**src/design/iarav_div.sv**
```systemverilog
// Restoring divider: one quotient bit per cycle, quotient and remainder out.
`timescale 1ns / 1ps

module iarav_div #(
    parameter int DIVIDEND_W = 18,
    parameter int DIVISOR_W  = 6
) (
    input  logic                  i_clk,
    input  logic                  i_rst_n,
    input  logic                  i_start,
    input  logic [DIVIDEND_W-1:0] i_dividend,
    input  logic [DIVISOR_W-1:0]  i_divisor,
    output logic                  o_done,
    output logic [DIVIDEND_W-1:0] o_quotient,
    output logic [DIVISOR_W-1:0]  o_remainder
);

    localparam int CNT_W = $clog2(DIVIDEND_W + 1);

    logic                  r_busy, n_busy;
    logic                  r_done, n_done;
    logic [CNT_W-1:0]      r_cnt, n_cnt;
    logic [DIVIDEND_W-1:0] r_quo, n_quo;
    logic [DIVISOR_W-1:0]  r_rem, n_rem;
    logic [DIVISOR_W-1:0]  r_div, n_div;
    logic [DIVISOR_W:0]    trial;
    logic [DIVISOR_W:0]    diff;
    logic                  fits;

    // Trial subtract of the divisor from the shifted partial remainder
    assign trial = {r_rem, r_quo[DIVIDEND_W-1]};
    assign fits  = (trial >= {1'b0, r_div});
    assign diff  = trial - {1'b0, r_div};

    always_comb begin
        n_busy = r_busy;
        n_done = 1'b0;
        n_cnt  = r_cnt;
        n_quo  = r_quo;
        n_rem  = r_rem;
        n_div  = r_div;
        if (i_start) begin
            n_busy = 1'b1;
            n_cnt  = CNT_W'(DIVIDEND_W);
            n_quo  = i_dividend;
            n_rem  = '0;
            n_div  = i_divisor;
        end else if (r_busy) begin
            n_quo = {r_quo[DIVIDEND_W-2:0], fits};
            n_rem = fits ? diff[DIVISOR_W-1:0] : trial[DIVISOR_W-1:0];
            n_cnt = r_cnt - CNT_W'(1);
            if (r_cnt == CNT_W'(1)) begin
                n_busy = 1'b0;
                n_done = 1'b1;
            end
        end
    end

    // Control flags cleared at reset
    always_ff @(posedge i_clk) begin
        if (!i_rst_n) begin
            r_busy <= 1'b0;
            r_done <= 1'b0;
            r_cnt  <= '0;
        end else begin
            r_busy <= n_busy;
            r_done <= n_done;
            r_cnt  <= n_cnt;
        end
    end

    // Datapath registers
    always_ff @(posedge i_clk) begin
        r_quo <= n_quo;
        r_rem <= n_rem;
        r_div <= n_div;
    end

    assign o_done      = r_done;
    assign o_quotient  = r_quo;
    assign o_remainder = r_rem;

endmodule

```
**config.mk**
```make
export PLATFORM = sky130hd
export DESIGN_NAME = iarav_div
export DESIGN_NICKNAME = d
export VERILOG_FILES = /design/src/design/iarav_div.sv
export SDC_FILE = /design/constraint.sdc
export NUM_CORES = 1
export LEC_CHECK = 0
export BUFFER_PORTS_ARGS = -buffer_cell sky130_fd_sc_hd__buf_2
export CORE_MARGIN = 5
export CORE_UTILIZATION = 55
export DETAILED_ROUTE_END_ITERATION = 16
export PLACE_DENSITY = 0.8
export SLEW_MARGIN = 30
export SYNTH_ARGS = -nofsm -noshare
export SYNTH_HDL_FRONTEND = slang
export SYNTH_SLANG_ARGS = --single-unit
```
**constraint.sdc**
```tcl
create_clock -name i_clk -period 4 [get_ports i_clk]
set_clock_uncertainty 0.15 [all_clocks]
set_input_delay 0.8 -clock i_clk [delete_from_list [all_inputs] [get_ports i_clk]]
set_output_delay 0.8 -clock i_clk [all_outputs]
set_load 0.01 [all_outputs]
```
==> out/metrics.cfg, run 1 <==
[setup_path]
path_max_fanout=9
cp.required_ns=3.95
reg2reg_slack_ns=1.78
crit_arrival_ns=2.17
critPathLaunchType=register
slowest_stage=ha_1
crit_type=reg2reg
worst_r2r_startpoint=o_remainder[3]
worst_path_largest_cell_delay_ns=0.37
r2r_cells=5
reg2reg_to=o_quotient[0]
end_kind=register
crit_chain=ha_1 -> a21o_1 -> a211o_1 -> a41o_1 -> mux2_2

[timing]
min_period_ns=2.22
fin_crit_sh_pct=55.5
worst_slew_pin_slew_ns=0.695
slew_headroom_pct=53.5
finalSetupViolCount=0
rsz0062_at_grt=no
max_freq_ghz=0.450
finalMaxSlewViolations=0
hold_viol_final=0
finalSetupTns_ns=0

[finish]
final_cell_mix=buf_2, edfxtp_1, mux2_2
layout_commonest_cell=buf_2
syn2layout_area_growth_pct=19.0
drive_gt1_share_pct=38.5
n_antenna_cell=0
final_nets=241

[power]
p_leak_uw=0.000947
finalPower_uw=869
power_density_mw_per_mm2=401
peakVddDrop_mv=0.222

[route]
drt_iter0_drc=35
wl_mm=3.54
vias_per_cell=5.16
dr.pass1.iters=4
ant_nets=0
routed-via-count=1285
wire_per_inst_microns=14.2
drc=0

[clock_network]
cts_buffers=5
cts.sinks=37
clk_latency_ns=0.33
cts_tree=done
hold_buffers=0
cts_setup_buffers=0
clk_pin_slew_ns=0.10
htreeDepth=2
cts_max_path_buffers=2
ctsResizeCount=0
clockRootBuffer=clkbuf_4

[synthesis]
ys_ff_latch=37
synthCells=151
seq_area_frac_synth_pct=53.8
syn-num-nets=188
synth_edf_count=24
synth.distinct_cells=34
yosys_warnings=0
synthArstFlopShare_pct=0
synth_ff_type=edfxtp_1
synth.area.top_cells=edfxtp_1, dfxtp_1, mux2_2
syn_avg_cell_area_sq_um=12.1
yosysTopAreaCell=edfxtp_1
netlist_area_sq_mm=0.00182
synth_top_area_share_pct=39.6

[die]
dieArea_sq_mm=0.00456
fp-row-count=20
coreArea_sq_mm=0.00310
initial_core_util_pct=58.7
ios=52
die_x_microns=67.6
fp.dieH_microns=67.6

[grt]
antenna_found_initial=0
grt_max_degree=34
globalRouteTotalUtil_pct=18.1
first_global_vias=1387
grt_pass1_wl_mm=6.04
grt_overflow=0

[min_path]
min_path_cells=2
hold_start=o_remainder[3]
min_to=o_remainder[3]
min_path_type=reg2reg

[placement]
post-dp-hpwl_mm=2.84
port_buffers=51
place_congestion=0.851

[run]
max_cap_violations=0

[outcome]
status=complete, no violations

[sequential cells by signal, summed over array words and instances, names as in the netlist]
signal,count
o_done,1
o_quotient,18
o_remainder,6
r_busy,1
r_cnt,5
r_div,6
[per-stage QoR]
step | instances | hold slack [ns] | util, % | setup WS [ns] | cell area [sq um]
global route | 249 | 0.431 | 69.9 | 1.63 | 2170
floorplan | 151 | 0.350 | - | 1.80 | 1820
detailed placement | 241 | 0.382 | 68.0 | 1.44 | 2110
global placement | 241 | 0.369 | 68.0 | 1.51 | 2110
finish | 249 | 0.381 | 69.9 | 1.78 | 2170
CTS | 249 | 0.396 | 69.9 | 1.78 | 2170
[where the power goes]
| part | internal, uW | switching [uW] |
|---|---|---|
| combinational | 95.2 | 101 |
| clock | 86.7 | 111 |
| sequential | 449 | 26.0 |
[synth_stat cells, types with 2 or more instances]
cell,count
a211oi_1,3
a21boi_0,2
a21oi_1,5
clkbuf_1,4
dfxtp_1,13
edfxtp_1,24
ha_1,9
inv_1,13
mux2_2,19
mux2i_1,4
nand2_1,6
nand2b_1,2
nor2_1,12
nor2b_1,3
nor3_1,4
o21ai_0,5
xnor2_1,4
xor2_1,3
[per-layer routing]
layer  vias up  routed length, microns  GRT usage (%)
li1        644                       -              -
met1       597                    1400           18.9
met2        34                    1860           33.0
met3        10                     193           4.66
met4         0                      78           9.11
met5         -                       0              0
[kinds of logic after synthesis]
family / share of synthesized area, %
flip-flops: 53.8
AND/OR/NAND/NOR: 8.59
AO/OA/AOI/OAI: 8.65
multiplexers: 13.9
buffers and inverters: 4.33
adder cells (fa/ha/maj): 7.28
XOR/XNOR: 3.37
[worst max path at each step]
stage                    from        endpoint  slack, ns  cells after the start
4_1_cts        o_remainder[3]  o_remainder[1]       1.78                      5
5_1_grt        o_remainder[1]  o_remainder[4]       1.63                      6
2_1_floorplan         i_start  o_quotient[10]       1.80                      3
6_report       o_remainder[3]   o_quotient[0]       1.78                      5
3_5_place_dp          i_start   o_quotient[8]       1.44                      4
3_3_place_gp          i_start   o_quotient[8]       1.51                      4
[worst max-delay path, delay by kind of cell, from the launching register on]
kind | cells | cell delay, ns
AO/OA/AOI/OAI | 3 | 0.80
flip-flops | 1 | 0.35
multiplexers | 1 | 0.31
adder cells (fa/ha/maj) | 1 | 0.37
[layout make-up]
cell class / instances / area [sq um]
tap: 44 / 55.1
fill: 250 / 935
timing repair buffer: 52 / 263
clock buffer: 8 / 58.8
inverter: 13 / 48.8
sequential: 37 / 981
multi-input combinational: 95 / 762
Note: power is estimated with default switching activity, not from simulation.
==> inputs of run 2 (changes only) <==
- ABC_AREA: default -> 1
- CORE_UTILIZATION: 55 -> 52
- PLACE_DENSITY: 0.8 -> 0.75
- clock period: 4 -> 2.05 ns (I/O delays scaled with it)
==> out/metrics.cfg, run 2 <==
[outcome]
status=complete, no violations

[clock_network]
clk_latency_ns=0.33
cts_buffers=5
hold_buffers=0
clk_pin_slew_ns=0.11
htreeDepth=2
cts.sinks=37
cts_setup_buffers=0
cts_max_path_buffers=2
ctsResizeCount=0
clockRootBuffer=clkbuf_4
cts_tree=done

[die]
coreArea_sq_mm=0.00342
die_x_microns=70.2
fp.dieH_microns=70.2
initial_core_util_pct=55.2
fp-row-count=21
ios=52
dieArea_sq_mm=0.00493

[timing]
finalSetupViolCount=0
slew_headroom_pct=61.2
rsz0062_at_grt=no
finalMaxSlewViolations=0
finalSetupTns_ns=0
worst_slew_pin_slew_ns=0.580
fin_crit_sh_pct=88.5
hold_viol_final=0
max_freq_ghz=0.551
min_period_ns=1.81

[synthesis]
synth.area.top_cells=edfxtp_1, nand2_1, dfxtp_1
netlist_area_sq_mm=0.00189
post-synth-top-count-cell=nand2_1
syn_avg_cell_area_sq_um=8.53
yosys_warnings=0
synthCells=221
synth-compound-area-share_pct=2.52
synth-xor-area-share_pct=1.39
synthArstFlopShare_pct=0
ys_ff_latch=37
synth_top_family_by_area=simple AND/OR/NAND/NOR gates
syn-num-nets=258
yosysTopAreaCell=edfxtp_1
synth_edf_count=24
seq_area_frac_synth_pct=52.0
synth.distinct_cells=29
synthSimpleGateAreaFrac_pct=30.2
synth_top_area_share_pct=38.2
synth_ff_type=edfxtp_1
synth.area.mux_share_pct=0
synth_common_cells=nand2_1, inv_1, edfxtp_1
synth_fa_ha_area_share_pct=7.03

[grt]
grt_max_degree=25
globalRouteTotalUtil_pct=16.6
grt_overflow=0
grt_pass1_wl_mm=6.67
antenna_found_initial=0
first_global_vias=1515

[power]
switching_share_pct=29.0
p_leak_uw=0.00121
clock_power_share_pct=24.6
peakVddDrop_mv=0.532
power_density_mw_per_mm2=757
p_comb_share_pct=22.7
internal-power_uw=1230
p_sw_uw=502
pwr-share-seq_pct=52.7

[setup_path]
r2r_cells=9
crit_arrival_ns=1.94
worst_r2r_startpoint=o_quotient[17]
end_kind=register
path_max_fanout=3
crit_type=reg2reg
reg2reg_slack_ns=0.24
critPathLaunchType=register
reg2reg_to=o_remainder[4]
cp.required_ns=2.18

[finish]
drive_gt1_share_pct=26.0
fillers=299
final_core_util_pct=66.9
final_nets=317
largest_register_ffs=18
final_cell_mix=nand2_1, buf_2, inv_1
n_antenna_cell=0
layout_commonest_cell=nand2_1
syn2layout_area_growth_pct=21.2

[min_path]
min_path_type=in2reg
min_path_cells=1
min_to=r_div[5]
hold_start=i_divisor[5]

[placement]
post-dp-hpwl_mm=2.99
place_congestion=0.820
port_buffers=51

[route]
ant_nets=0
drt_iter0_drc=70
drc=0
wire_per_inst_microns=11.8
routed-via-count=1553
vias_per_cell=4.75
wl_mm=3.86
dr.pass1.iters=4

[run]
max_cap_violations=0

[run 2: changes by cell type after synthesis, moves of 3 or more]
cell / previous run / this run
inv_1: 13 / 28
xnor2_1: 4 / 1
nand2_1: 6 / 86
a211oi_1: 3 / 0
o21ai_0: 5 / 0
a21oi_1: 5 / 2
mux2_2: 19 / 0
mux2i_1: 4 / 0
nor2b_1: 3 / 0
nand3_1: 1 / 17
[run 2: worst max-delay path by stage]
stage	from	cells past startpoint	endpoint
2_1_floorplan	o_quotient[17]	8	o_remainder[4]
3_3_place_gp	o_quotient[17]	9	o_remainder[4]
3_5_place_dp	o_remainder[3]	7	o_quotient[0]
4_1_cts	o_quotient[17]	9	o_remainder[4]
5_1_grt	o_quotient[17]	9	o_remainder[4]
6_report	o_quotient[17]	9	o_remainder[4]
[run 2: layout make-up]
type                       instances  area, sq um  area share [%]
tap                               46         57.6            2.52
inverter                          29          109            4.76
multi-input combinational        151          776            33.9
clock buffer                       7         65.1            2.85
timing repair buffer              56          293            12.8
clock inverter                     1         5.00           0.219
sequential                        37          981            42.9
[run 2: through the flow]
stage	total power [uW]	area, sq um	setup slack, ns	instances	hold WS, ns
5_1_grt	1830	2290	0.132	327	0.0870
3_3_place_gp	1320	2220	0.301	319	0.310
3_5_place_dp	1320	2220	0.269	319	0.319
6_report	1730	2290	0.235	327	0.107
4_1_cts	1750	2290	0.241	327	0.0863
2_1_floorplan	1180	1890	0.268	221	0.295
[run 2: kinds of logic (layout without fill, tap and decap cells)]
family	after synthesis	after routing
AO/OA/AOI/OAI	7	7
AND/OR/NAND/NOR	131	131
flip-flops	37	37
XOR/XNOR	3	3
buffers and inverters	33	93
adder cells (fa/ha/maj)	10	10
[run 2: power by group through the flow]
stage | clock, uW | combinational, uW | sequential, uW
finish | 425 | 393 | 912
global route | 467 | 447 | 920
CTS | 441 | 395 | 912
detailed placement | 0 | 395 | 926
global placement | 0 | 388 | 928
floorplan | 0 | 237 | 947
[run 2: worst max-delay path, cell delays in order (launching register included)]
cell      delay, ns
edfxtp_1       0.35
inv_1          0.07
ha_1           0.21
fa_1           0.40
or2_1          0.26
nand3_1        0.07
nand2_1        0.05
nand3_1        0.07
nand3_1        0.07
nand2_1        0.07
[run 2: routing by layer]
layer / share of wire [%] / GRT usage (%)
met2: 46 / 27.6
met1: 46 / 21.2
met3: 7.9 / 4.73
met4: 0.34 / 4.68
met5: 0 / 0
==> inputs of run 3 (changes only) <==
- GPL_TIMING_DRIVEN: default -> 0
- RECOVER_POWER: default -> 100
==> out/metrics.cfg, run 3 (same netlist as run 2, synthesis figures left out) <==
[timing]
hold_viol_final=0
slew_headroom_pct=52.6
whs_ns=0.0874
fin_crit_sh_pct=91.4
finalSetupViolCount=0
max_freq_ghz=0.533
min_period_ns=1.87
finalMaxSlewViolations=0
worst_slew_pin_slew_ns=0.711
rsz0062_at_grt=no

[setup_path]
crit_arrival_ns=2.02
critPathLaunchType=register
path_common_cell=nand3_1
crit_type=reg2reg
worst_r2r_startpoint=o_quotient[17]
path_max_fanout=3
reg2reg_slack_ns=0.18
worst_path_largest_cell_delay_ns=0.40
slowest_stage=fa_1
crit_chain=inv_1 -> ha_1 -> fa_1 -> or2_1 -> nand3_1 -> nand2_1 -> nand3_1 -> nand3_1 -> nand2_1
cp.required_ns=2.19
r2r_cells=9
end_kind=register
reg2reg_to=o_remainder[4]

[route]
wire_per_inst_microns=12.1
wl_met3_microns=372
route.top_layer_used=met4
routed-via-count=1572
wl_mm=3.92
met1Wirelength_mm=1.79
dr_wl_met2_mm=1.70
ant_nets=0
dr.pass1.iters=5
drc=0
drt_iter0_drc=76
vias_per_cell=4.84

[power]
p_leak_uw=0.00110
peakVddDrop_mv=0.472
power_density_mw_per_mm2=755

[finish]
drive_gt1_share_pct=14.7
final_nets=316
layout_commonest_cell=nand2_1
largest_register_ffs=18
final_cell_mix=nand2_1, clkbuf_1, inv_1
n_antenna_cell=0
design_area_sq_mm=0.00222
syn2layout_area_growth_pct=17.6
stdcell_count=325

[outcome]
status=complete, no violations

[run]
max_cap_violations=0

[placement]
place_area_sq_mm=0.00220
placedCellCount=318
post-dp-hpwl_mm=2.99
place_congestion=0.854
port_buffers=51

[die]
coreArea_sq_mm=0.00342
initial_core_util_pct=55.2
fp.dieH_microns=70.2
ios=52
fp-row-count=21
dieArea_sq_mm=0.00493
die_x_microns=70.2

[clock_network]
clk_pin_slew_ns=0.10
cts_tree=done
hold_buffers=0
cts_max_path_buffers=2
cts_buffers=5
ctsResizeCount=0
clk_latency_ns=0.34
cts_setup_buffers=0
htreeDepth=2
clockRootBuffer=clkbuf_4
cts.sinks=37

[grt]
first_global_vias=1462
globalRouteTotalUtil_pct=17.4
grt_overflow=0
grt_max_degree=20
antenna_found_initial=0
grt_pass1_wl_mm=6.73

[min_path]
hold_start=i_divisor[5]
min_path_cells=1
min_path_type=in2reg
min_to=r_div[5]

==> run 3: cell count changes in the layout (fill, tap and decap cells not counted) <==
cell,previous run,this run
buf_4,5,0
clkbuf_8,2,1
clkbuf_1,0,30
buf_2,51,26
clkinv_2,1,0
==> run 3: area by class of cell <==
| type | count | area (sq um) |
|---|---|---|
| buffer | 4 | 16.3 |
| timing repair buffer | 51 | 223 |
| inverter | 29 | 109 |
| tap | 46 | 57.6 |
| clock buffer | 7 | 55.1 |
| fill | 326 | 1200 |
| sequential | 37 | 981 |
| multi-input combinational | 151 | 776 |
==> run 3: metrics by stage <==
step | utilization (%) | total power, uW | TNS, ns | setup WS [ns]
after floorplan | - | 1180 | 0 | 0.268
after global placement | 64.4 | 1310 | -1.06 | -0.0569
after detailed placement | 64.4 | 1310 | -1.40 | -0.0850
after CTS | 66.0 | 1700 | 0 | 0.157
after global routing | 64.9 | 1790 | 0 | 0.0211
final | 64.9 | 1670 | 0 | 0.175
==> run 3: routing by layer <==
layer,vias to the layer above,global-route usage (%)
met2,53,25.2
met3,4,8.03
met5,-,0
met4,0,5.74
met1,695,23.1
li1,820,-
==> run 3: worst max-delay path: cells and delay by family, from the launching register on <==
family	cells	cell delay, ns
adder cells (fa/ha/maj)	2	0.62
buffers and inverters	1	0.09
flip-flops	1	0.38
AND/OR/NAND/NOR	6	0.59
==> run 3: worst max-delay path by stage <==
stage / slack [ns] / cells past startpoint / start / to
6_report: 0.18 / 9 / o_quotient[17] / o_remainder[4]
5_1_grt: 0.02 / 9 / o_quotient[17] / o_remainder[4]
4_1_cts: 0.16 / 4 / r_busy / r_busy
3_5_place_dp: -0.09 / 5 / i_start / r_busy
3_3_place_gp: -0.06 / 3 / i_start / o_quotient[8]
2_1_floorplan: 0.27 / 8 / o_quotient[17] / o_remainder[4]
==> run 3: report_power, final <==
part           leakage (uW)  total (uW)  internal (uW)  switching, uW
logic              0.000717         372            138            233
clock network     0.0000314         390            162            228
registers          0.000350         912            872           40.1
total               0.00110        1670           1170            502
